**config.mk**
```make
export PLATFORM = sky130hd
export DESIGN_NAME = sgs_mac
export DESIGN_NICKNAME = d
export VERILOG_FILES = /design/src/design/sgs_pkg.sv /design/src/design/sgs_mac.sv
export SDC_FILE = /design/constraint.sdc
export NUM_CORES = 1
export LEC_CHECK = 0
export BUFFER_PORTS_ARGS = -buffer_cell sky130_fd_sc_hd__buf_2
export CAP_MARGIN = 30
export CORE_MARGIN = 8
export CORE_UTILIZATION = 55
export CTS_CLUSTER_SIZE = 20
export DETAILED_ROUTE_END_ITERATION = 10
export GPL_ROUTABILITY_DRIVEN = 0
export PLACE_DENSITY = 0.72
export SLEW_MARGIN = 25
export SYNTH_ARGS = -nofsm -noshare
export SYNTH_HDL_FRONTEND = slang
export SYNTH_SLANG_ARGS = --single-unit
export TNS_END_PERCENT = 30
```
**constraint.sdc**
```tcl
create_clock -name clk -period 9.2 [get_ports clk]
set_clock_uncertainty 0.15 [all_clocks]
set_input_delay 0.92 -clock clk [delete_from_list [all_inputs] [get_ports clk]]
set_output_delay 0.92 -clock clk [all_outputs]
set_load 0.005 [all_outputs]
```
**src/design/sgs_pkg.sv**
```systemverilog
// Shared constants and types of the Savitzky-Golay smoother.
// No dependencies; imported by every module of the block.
package sgs_pkg;
  localparam int MAX_WIN      = 15;
  localparam int SAMPLE_WIDTH = 16;
  localparam int COEF_WIDTH   = 18;
  localparam int FRAC_BITS    = 14;
  localparam int IDX_W        = $clog2(MAX_WIN);
  localparam int CNT_W        = $clog2(MAX_WIN + 1);
  localparam int TAB_DEPTH    = MAX_WIN * MAX_WIN;
  localparam int TAB_AW       = $clog2(TAB_DEPTH);
  localparam int PROD_W       = SAMPLE_WIDTH + COEF_WIDTH;
  localparam int ACC_W        = PROD_W + CNT_W;

  typedef logic signed [SAMPLE_WIDTH-1:0] sample_t;
  typedef logic signed [COEF_WIDTH-1:0]   coef_t;
  typedef logic signed [ACC_W-1:0]        acc_t;

  // control handed to the multiply-accumulate alongside its operands
  typedef struct packed {
    logic clr;
    logic fire;
  } mac_ctl_t;

  function automatic sample_t round_sat(input acc_t acc);
    acc_t r;
    acc_t q;
    acc_t hi;
    acc_t lo;
    hi = acc_t'((ACC_W'(1) <<< (SAMPLE_WIDTH - 1)) - ACC_W'(1));
    lo = ~hi;
    r  = acc + acc_t'(ACC_W'(1) <<< (FRAC_BITS - 1));
    q  = r >>> FRAC_BITS;
    if (q > hi) q = hi;
    if (q < lo) q = lo;
    return q[SAMPLE_WIDTH-1:0];
  endfunction
endpackage

```
**src/design/sgs_mac.sv**
```systemverilog
// Shared multiply-accumulate: registered product, then accumulate, then round.
// Depends on sgs_pkg.
module sgs_mac import sgs_pkg::*; (
  input  logic     clk,
  input  logic     rst_n,
  input  logic     en,
  input  mac_ctl_t ctl,
  input  sample_t  smp,
  input  coef_t    coef,
  output logic     done,
  output sample_t  result
);
  logic signed [PROD_W-1:0] prod_r;
  acc_t     acc_r;
  mac_ctl_t ctl_r;
  logic     v_r;
  logic     done_r;
  sample_t  res_r;

  always_ff @(posedge clk) begin
    if (!rst_n) begin
      v_r    <= 1'b0;
      done_r <= 1'b0;
    end else begin
      v_r    <= en;
      done_r <= v_r && ctl_r.fire;
    end
    prod_r <= PROD_W'(smp * coef);
    ctl_r  <= ctl;
    if (v_r) begin
      if (ctl_r.clr) acc_r <= acc_t'(prod_r);
      else acc_r <= acc_r + acc_t'(prod_r);
    end
    if (v_r && ctl_r.fire) begin
      if (ctl_r.clr) res_r <= round_sat(acc_t'(prod_r));
      else res_r <= round_sat(acc_r + acc_t'(prod_r));
    end
  end

  assign done   = done_r;
  assign result = res_r;
endmodule

```
==> out/qor.txt <==
Outcome = completed
Top cells by count, synth = inv_1 (310), fa_1 (291), nand2_1 (248), ha_1 (125), and2_1 (121)
Post-synthesis cell count = 1854
Area of the multi-input gates = 0.0130 mm2
Num CTS Buffers = 9
Rel. slew slack = 40.4%
Drt drc = 0
Max-slew violations = 0
Tcrit/Tclk final = 80.0%
Die H = 191 um
Multiplexer area fraction after synthesis = 0.652%
RSZ-0062 raised after global routing = false
Avg Cell Area, Syn = 9.11 um2
Via Count = 12600
Mapped Area = 0.0169 mm2
R2R Path Start = acc_r[0]
CTS max path bufs = 2
Worst min-delay path class = flop to flop
MaxCap Viol Count = 0
Crit end category = flop
Stages on worst setup path = 23
I/O pins = 56
Highest Clock Rate = 0.136 GHz
H-tree Lvls = 3
Worst path required time = 9.33 ns
Cell variety after synth = 74
Highest-delay cell along the critical path = fa_1
Post-synth top area cell = fa_1
Die width = 191 um
Worst path bufs/invs = 4
Sequential-to-total area share from yosys stat = 14.1%
Register bit total from synthesis = 92
IO buf count = 55
Routed WL per cell = 16.9 um
Slowest stage delay, CP = 0.55 ns
CP Launch Point = smp[6]
Area growth syn-to-layout = 4.97%
CTS Root Cell = clkbuf_16
TritonCTS clock tree = yes
Synth Net Count = 2309
R2R cell count = 15
CP delay by family, top = adder cells
Total GRT Usage = 21.9%
Post-synth ARST share = 0%
Std cell rows = 64
EDFF count, synth = 54
R2R setup slack = 3.50 ns
Vias in the first global route = 13300
Tightest Pin Transition = 0.895 ns
Initial antenna violation count = 0
Critical path class = input pin to flop
# resized after CTS = 0
First-pass GRT wire length = 65600 um
Setup crit end = prod_r[30]
Via density = 5.59
Simple-gate portion of the synthesized area = 17.6%
Top-count cell post-synth = inv_1
XOR/XNOR Fraction of Synth Area = 5.03%
Post-CTS Hold Buffers = 0
WP data arrival = 7.49 ns
Compound-Gate Fraction of Synth Area = 10.2%
CTS Sinks = 92
DRT antenna net count = 0
Sequential cell area = 0.00238 mm2
WL final = 38200 um
Post-CTS Setup Inserts = 0
Crit Path Max Fanout = 18
Cell chain of the critical path = buf_2, nand2_1, fa_1, inv_1, fa_1, inv_1, fa_1, fa_1, inv_1, fa_1, fa_1, ha_1, a21oi_1, o31ai_1, o31ai_1, a31oi_1, a311oi_1, o31ai_1, o41ai_1, nand2b_1, nand2_1, a21oi_1, xnor2_1
Synth top area cells = fa_1 (35%), edfxtp_1 (9.6%), ha_1 (9.3%), inv_1 (6.9%), nand2_1 (5.5%)
Antenna diodes = 0
Worst-skew pair later-pin latency = 0.35 ns
Nets = 2311
Final worst path period need = 7.36 ns
Synth top area share = 34.5%
Largest net degree at the start of global routing = 70
Clock slew seen by the registers of the worst setup and hold paths = 0.06 ns
Initial Util = 55.5%
Post-DP HPWL = 31200 um
Drt first-iter violations = 838
RR Endpoint = result[14]
Fraction of the mapped netlist area in adder cells = 43.8%
Fill cells = 2704
Top_reg_cell synth = edfxtp_1
Syn. warnings = 0
Worst path most repeated cell = fa_1
Die area = 0.0366 mm2
Largest family of logic cells by synthesized area = adder cells
Core ar. = 0.0304 mm2
First-pass DRT Iterations = 7
Fraction of layout cells with a size suffix above 1 = 6.02%
Final TNS setup = 0 ns
Final Hold Vio Count = 0
Final Setup Violations = 0
Startpoint Class = input pin
Overflow after GRT = 0
logic make-up after synthesis:
group / after synthesis
muxes: 10
DFF: 92
adders and majority gates: 417
AOI/OAI and AO/OA: 259
buffers and inverters: 380
xor gates and xnor gates: 97
and+or+nand+nor: 599
cell type report:
cell class	count	area share, %
timing repair buffer	61	1.81
clock buffer	12	1.45
clock inverter	4	0.304
multi-input combinational	1382	73.6
tap	396	2.80
sequential	92	13.5
inverter	310	6.57
worst min path at each step:
| stage | to | cells past startpoint | slack, ns | startpoint |
|---|---|---|---|---|
| finish | done | 1 | 0.32 | ctl_r[0] |
| global route | done | 1 | 0.34 | ctl_r[0] |
| CTS | done | 1 | 0.33 | ctl_r[0] |
| detailed placement | done | 1 | 0.31 | ctl_r[0] |
| global placement | done | 1 | 0.32 | ctl_r[0] |
| floorplan | done | 1 | 0.29 | ctl_r[0] |
flip-flops by register name, summed over array words and instances, names as in the netlist:
| signal | cells |
|---|---|
| acc_r | 38 |
| v_r | 1 |
| ctl_r | 2 |
| done | 1 |
| prod_r | 34 |
| result | 16 |
metrics by stage:
| stage | setup WS (ns) | std cells | util, % | instance area, um2 | hold slack, ns |
|---|---|---|---|---|---|
| 3_5_place_dp | 1.47 | 2241 | 57.2 | 17400 | 0.312 |
| 2_1_floorplan | 1.81 | 1854 | - | 16900 | 0.294 |
| 4_1_cts | 1.84 | 2257 | 58.2 | 17700 | 0.329 |
| 3_3_place_gp | 1.55 | 2241 | 57.2 | 17400 | 0.324 |
| 6_report | 1.84 | 2257 | 58.2 | 17700 | 0.322 |
| 5_1_grt | 1.38 | 2257 | 58.2 | 17700 | 0.342 |
placed cells by master, fill, tap and decap left out, types with 16 or more instances in the layout:
cell	netlist	layout
nor3_1	57	57
fa_1	291	291
o21ai_0	56	56
nand2b_1	24	24
nand2_1	248	248
inv_1	310	310
xnor2_1	66	66
edfxtp_1	54	54
ha_1	125	125
nand4_1	16	16
a21o_1	26	26
nand3_1	18	18
nor2_1	50	50
nor4_1	17	17
xor2_1	31	31
a21oi_1	70	70
and2_1	121	121
buf_2	4	55
dfxtp_1	38	36
layer usage:
metal | wire (um) | part of all wire (%) | vias up | global-route usage [%]
li1 | - | - | 5976 | -
met1 | 17100 | 45 | 6203 | 29.6
met2 | 18300 | 48 | 383 | 37.3
met3 | 2220 | 5.8 | 44 | 2.55
met4 | 622 | 1.6 | 0 | 5.06
met5 | 0 | 0 | - | 0
Power is left out: the tool's default activity adds up to more than one toggle a clock period on the data nets, which glitch-free logic cannot reach.
