<file path="config.mk">
export PLATFORM = sky130hd
export DESIGN_NAME = sgs_tap_cell
export DESIGN_NICKNAME = d
export VERILOG_FILES = /design/src/design/sgs_pkg.sv /design/src/design/sgs_tap_cell.sv
export SDC_FILE = /design/constraint.sdc
export NUM_CORES = 1
export LEC_CHECK = 0
export BUFFER_PORTS_ARGS = -buffer_cell sky130_fd_sc_hd__buf_2
export CAP_MARGIN = 30
export CORE_MARGIN = 2
export CORE_UTILIZATION = 30
export CTS_BUF_LIST = sky130_fd_sc_hd__clkbuf_16
export DETAILED_ROUTE_END_ITERATION = 7
export GPL_TIMING_DRIVEN = 0
export SLEW_MARGIN = 20
export SYNTH_ARGS = -nofsm -noshare
export SYNTH_HDL_FRONTEND = slang
export SYNTH_SLANG_ARGS = --single-unit
</file>
<file path="constraint.sdc">
create_clock -name clk -period 1.42 [get_ports clk]
set_input_delay 0.142 -clock clk [delete_from_list [all_inputs] [get_ports clk]]
set_output_delay 0.142 -clock clk [all_outputs]
set_load 0.01 [all_outputs]
</file>
<file path="src/design/sgs_pkg.sv">
// Shared constants and types of the Savitzky-Golay smoother.
// No dependencies; imported by every module of the block.
package sgs_pkg;
  localparam int MAX_WIN      = 15;
  localparam int SAMPLE_WIDTH = 16;
  localparam int COEF_WIDTH   = 18;
  localparam int FRAC_BITS    = 14;
  localparam int IDX_W        = $clog2(MAX_WIN);
  localparam int CNT_W        = $clog2(MAX_WIN + 1);
  localparam int TAB_DEPTH    = MAX_WIN * MAX_WIN;
  localparam int TAB_AW       = $clog2(TAB_DEPTH);
  localparam int PROD_W       = SAMPLE_WIDTH + COEF_WIDTH;
  localparam int ACC_W        = PROD_W + CNT_W;

  typedef logic signed [SAMPLE_WIDTH-1:0] sample_t;
  typedef logic signed [COEF_WIDTH-1:0]   coef_t;
  typedef logic signed [ACC_W-1:0]        acc_t;

  // control handed to the multiply-accumulate alongside its operands
  typedef struct packed {
    logic clr;
    logic fire;
  } mac_ctl_t;

  function automatic sample_t round_sat(input acc_t acc);
    acc_t r;
    acc_t q;
    acc_t hi;
    acc_t lo;
    hi = acc_t'((ACC_W'(1) <<< (SAMPLE_WIDTH - 1)) - ACC_W'(1));
    lo = ~hi;
    r  = acc + acc_t'(ACC_W'(1) <<< (FRAC_BITS - 1));
    q  = r >>> FRAC_BITS;
    if (q > hi) q = hi;
    if (q < lo) q = lo;
    return q[SAMPLE_WIDTH-1:0];
  endfunction
endpackage

</file>
<file path="src/design/sgs_tap_cell.sv">
// One cell of the sample chain: holds one window sample and one head sample.
// Depends on sgs_pkg.
module sgs_tap_cell import sgs_pkg::*; (
  input  logic    clk,
  input  logic    shift_en,
  input  sample_t shift_in,
  input  logic    head_we,
  input  sample_t head_in,
  input  logic    rot_en,
  input  sample_t rot_in,
  output sample_t win_q,
  output sample_t head_q
);
  sample_t win_r;
  sample_t head_r;

  always_ff @(posedge clk) begin
    if (shift_en) win_r <= shift_in;
    if (head_we) head_r <= head_in;
    else if (rot_en) head_r <= rot_in;
  end

  assign win_q  = win_r;
  assign head_q = head_r;
endmodule

</file>
==> flow_summary.ini, run 1 <==
[run_status]
status = finished, final reports clean

[yosys]
synth.area.top_cells = edfxtp_1 (79%), mux2_4 (11%), mux2_2 (6.5%)
syn_nets = 103
synth-warning-count = 0
synth_seq_cells = 32
synth_area_leader_cell = edfxtp_1
syn_inst = 51
synth_area_mm2 = 0.00121
ys_seq_area_share_pct = 79.3
avgSynthCellArea_um2 = 23.8
synth.distinct_cells = 6
netlist.area_leader.share_pct = 79.3

[run]
maxCapViolCount = 0

[clocking]
htreeDepth = 2
numCtsBuffers = 5
hold_buffers = 0
cts_tree = built
clk_pin_slew_ns = 0.05
cts_sinks = 32
cts_buffer_depth = 2
cts_setup_buffers = 0
cts_resized = 0
cts_root_buf = clkbuf_16

[worst_setup_path]
crit_path_start = head_we
crit_path_end = head_q[0]
cp.arrival_ns = 0.97
critPathMaxFanout = 16
required_ns = 1.32
crit_type = input port to register
startpoint_type = input port
critPathCaptureType = register

[floorplan]
core.rowCount = 23
initial_core_util_pct = 30.8
die-height_um = 67.6
die_w_um = 67.6
core_mm2 = 0.00394
boundaryPins = 84
die_area_mm2 = 0.00457

[placement]
hpwl_um = 1870
dp_cells = 183
numPortBuffers = 82
gp_congestion = 0.624

[min_path]
min_path_type = input port to register

[cells_and_area]
layout-drive-gt1-share_pct = 74.5
n_antenna_cell = 0
areaGrowthSynthToFinish_pct = 50.3
nNetsFinal = 192
instances_no_fill = 191

[pwr]
p_leak_uw = 0.000835
power_uw = 2400
power_density_mw_per_mm2 = 1320
peakVddDrop_v = 0.000724

[global_routing]
gr-total-overflow = 0
grt_pass1_wl_um = 3280
antenna_found_initial = 0
grt_pass1_vias = 796
grt_max_degree = 17
gr-usage-all-layers_pct = 10.2

[sta]
setup_viol = 0
drv_slew = 0
period_minus_slack_ns = 1.07
grt_setup_unrepaired = no
hold_viol_final = 0
fmaxAchievable_mhz = 932
relSlewSlack_pct = 54.4
tns_ns = 0
worstMarginPinSlew_ns = 0.684
period_share_pct = 75.5

[drt]
drtAntennaViolNets = 0
drc = 0
wl_per_cell_um = 12.2
vias = 798
firstDrtPassIters = 4
vias_per_cell = 4.18
drtIter0Drc = 19
wl_um = 2330
-- synth_stat cells --
master and n:
buf_6 1, or2_1 1, mux2_4 9, edfxtp_1 32
buf_12 1, mux2_2 7
-- worst min path at each step --
stage | endpoint | slack [ns] | start | cells past startpoint
3_3_place_gp | win_q[3] | 0.32 | shift_in[3] | 1
2_1_floorplan | win_q[0] | 0.24 | shift_in[0] | 0
4_1_cts | win_q[7] | 0.04 | shift_in[7] | 1
5_1_grt | win_q[7] | 0.04 | shift_in[7] | 1
6_report | win_q[7] | 0.05 | shift_in[7] | 1
3_5_place_dp | win_q[8] | 0.32 | shift_in[8] | 1
-- sequential cells by signal (all words and copies together) (netlist names) --
| signal | count |
|---|---|
| win_q | 16 |
| head_q | 16 |
-- worst max-delay path, cell delays in order --
cell and delay [ns]:
buf_6 0.12, buf_12 0.15, or2_1 0.55
-- through the flow --
step	area [µm²]	hold WS, ns	utilization [%]	setup slack [ns]
final	1820	0.0505	46.2	0.348
after global routing	1820	0.0429	46.2	0.257
after CTS	1820	0.0428	46.2	0.330
after detailed placement	1690	0.321	42.7	0.0334
after global placement	1690	0.320	42.7	0.0816
after floorplan	1210	0.241	-	0.237
-- placed cells by master, fill, tap and decap left out --
| master | n |
|---|---|
| clkbuf_16 | 5 |
| edfxtp_1 | 32 |
| mux2_4 | 9 |
| buf_12 | 1 |
| or2_1 | 1 |
| inv_1 | 2 |
| mux2_2 | 7 |
| buf_2 | 82 |
| clkinv_1 | 1 |
| buf_6 | 1 |
-- cell families (layout without fill, tap and decap cells) --
group	after synthesis	count (layout)	share of synthesized area, %
mux	16	16	17.6
simple gates	1	1	0.516
flops	32	32	79.3
buf+inv	2	92	2.58
-- where the power goes --
group	internal, µW	switching (µW)
clock	627	321
combinational	156	131
sequential	1140	19.7
-- routing by layer --
layer  global-route usage, %  vias up  routed length, µm
li1                        -      379                  -
met4                    5.36        0                  8
met5                       0        -                  0
met3                    5.50        2                265
met2                    17.4       54               1230
met1                    9.79      363                825
-- cell type report --
type	count	area (µm²)
clock buffers	5	125
plain buffers	2	31.3
well taps	50	62.6
flip-flops and latches	32	961
multi-input cells	17	220
repair buffers	82	410
fillers	355	2120
clock inverters	3	11.3
Note: power is estimated with default switching activity, not from simulation.
==> run 2: changes to the inputs <==
- clock period: 1.42 -> 1.1 ns (I/O delays scaled with it)
==> flow_summary.ini, run 2 (synthesis gave the netlist of run 1 again) <==
[run_status]
status = finished, final reports clean

[drt]
firstDrtPassIters = 3
drtAntennaViolNets = 0
vias_per_cell = 4.15
vias = 793
drc = 0
wl_um = 2180
wl_per_cell_um = 11.4
drtIter0Drc = 28

[worst_setup_path]
critPathMaxFanout = 1
cpLargestDelayFamily = flip-flops
path_cells = buf_2
cp_slowest_stage_delay_ns = 0.36
critical_path_buf_inv_count = 1
startpoint_type = register
crit_path_start = head_q[5]
cp_num_cells = 1
cp_slowest_cell = edfxtp_1
cp.arrival_ns = 0.78
critPathCaptureType = output pin
crit_type = register to output pin
required_ns = 0.99
crit_path_end = head_q[5]

[sta]
setup_viol = 0
hold_viol_final = 0
relSlewSlack_pct = 77.4
period_minus_slack_ns = 0.890
fin_ws_ns = 0.210
period_share_pct = 80.9
fmaxAchievable_mhz = 1120
drv_slew = 0
worstMarginPinSlew_ns = 0.339
tns_ns = 0
whs_ns = 0.0212
grt_setup_unrepaired = no

[cells_and_area]
n_antenna_cell = 0
regArea_um2 = 961
multiInputGateArea_um2 = 223
final_common_cell = buf_2
layout_common_cells = buf_2 (82), edfxtp_1 (32), mux2_4 (9)
areaGrowthSynthToFinish_pct = 50.5
nNetsFinal = 192
final_area_mm2 = 0.00182
fill_cells = 371
layout-drive-gt1-share_pct = 75.2

[floorplan]
die_area_mm2 = 0.00457
boundaryPins = 84
die-height_um = 67.6
die_w_um = 67.6
initial_core_util_pct = 30.8
core_mm2 = 0.00394
core.rowCount = 23

[clocking]
cts_buffer_depth = 2
cts_resized = 0
htreeDepth = 2
hold_buffers = 0
cts_root_buf = clkbuf_16
cts_tree = built
cts_setup_buffers = 0
clk_pin_slew_ns = 0.05
cts_sinks = 32
numCtsBuffers = 5

[run]
maxCapViolCount = 0

[pwr]
power_uw = 3090
combPwrFrac_pct = 12.0
switching_share_pct = 19.4
switchingPower_uw = 601
p_leak_uw = 0.000836
peakVddDrop_v = 0.000686
p_int_uw = 2490
power_density_mw_per_mm2 = 1690
clkPwrFrac_pct = 39.4
p_seq_share_pct = 48.6

[global_routing]
gr-total-overflow = 0
gr-usage-all-layers_pct = 9.93
grt_pass1_wl_um = 3240
antenna_found_initial = 0
grt_pass1_vias = 755
grt_max_degree = 17

[placement]
hpwl_um = 1820
placement.cell_area_mm2 = 0.00169
numPortBuffers = 82
pre_cts_slack_ns = 0.0981
gp_congestion = 0.605

[min_path]
min_path_type = input port to register
[run 2: cell types whose count changed in the layout (fill, tap and decap cells not counted)]
cell / delta
or2_1: -1
or2_4: +1
[run 2: metrics by stage]
step / cells / utilization (%)
2_1_floorplan: 51 / -
3_3_place_gp: 183 / 42.8
3_5_place_dp: 183 / 42.8
4_1_cts: 191 / 46.3
5_1_grt: 191 / 46.3
6_report: 191 / 46.3
[run 2: layer usage]
metal	part of all wire (%)	vias up	track usage [%]
met5	0	-	0
met4	0.28	0	3.06
met3	17	2	7.83
met2	46	64	16.7
met1	37	348	9.12
li1	-	379	-
[run 2: worst min path at each step]
stage                             from         to  slack [ns]  cells past startpoint
final                     shift_in[10]  win_q[10]        0.02                      1
after CTS                 shift_in[10]  win_q[10]        0.01                      1
after detailed placement  shift_in[10]  win_q[10]        0.29                      1
after global routing      shift_in[10]  win_q[10]        0.01                      1
after global placement     shift_in[6]   win_q[6]        0.29                      1
after floorplan            shift_in[0]   win_q[0]        0.21                      0
[run 2: power groups by stage]
| stage | Combinational [µW] | Clock, µW | Sequential (µW) |
|---|---|---|---|
| 2_1_floorplan | 97.0 | 0 | 1590 |
| 3_3_place_gp | 373 | 0 | 1520 |
| 3_5_place_dp | 380 | 0 | 1530 |
| 4_1_cts | 380 | 1260 | 1500 |
| 5_1_grt | 410 | 1320 | 1510 |
| 6_report | 372 | 1220 | 1500 |
[run 2: final cells by class]
cell class | instances | share of cell area (%)
tap | 50 | 3.43
clock buffer | 5 | 6.86
clock inverter | 3 | 0.617
sequential | 32 | 52.7
buffer | 2 | 1.71
timing repair buffer | 82 | 22.5
multi-input combinational | 17 | 12.2
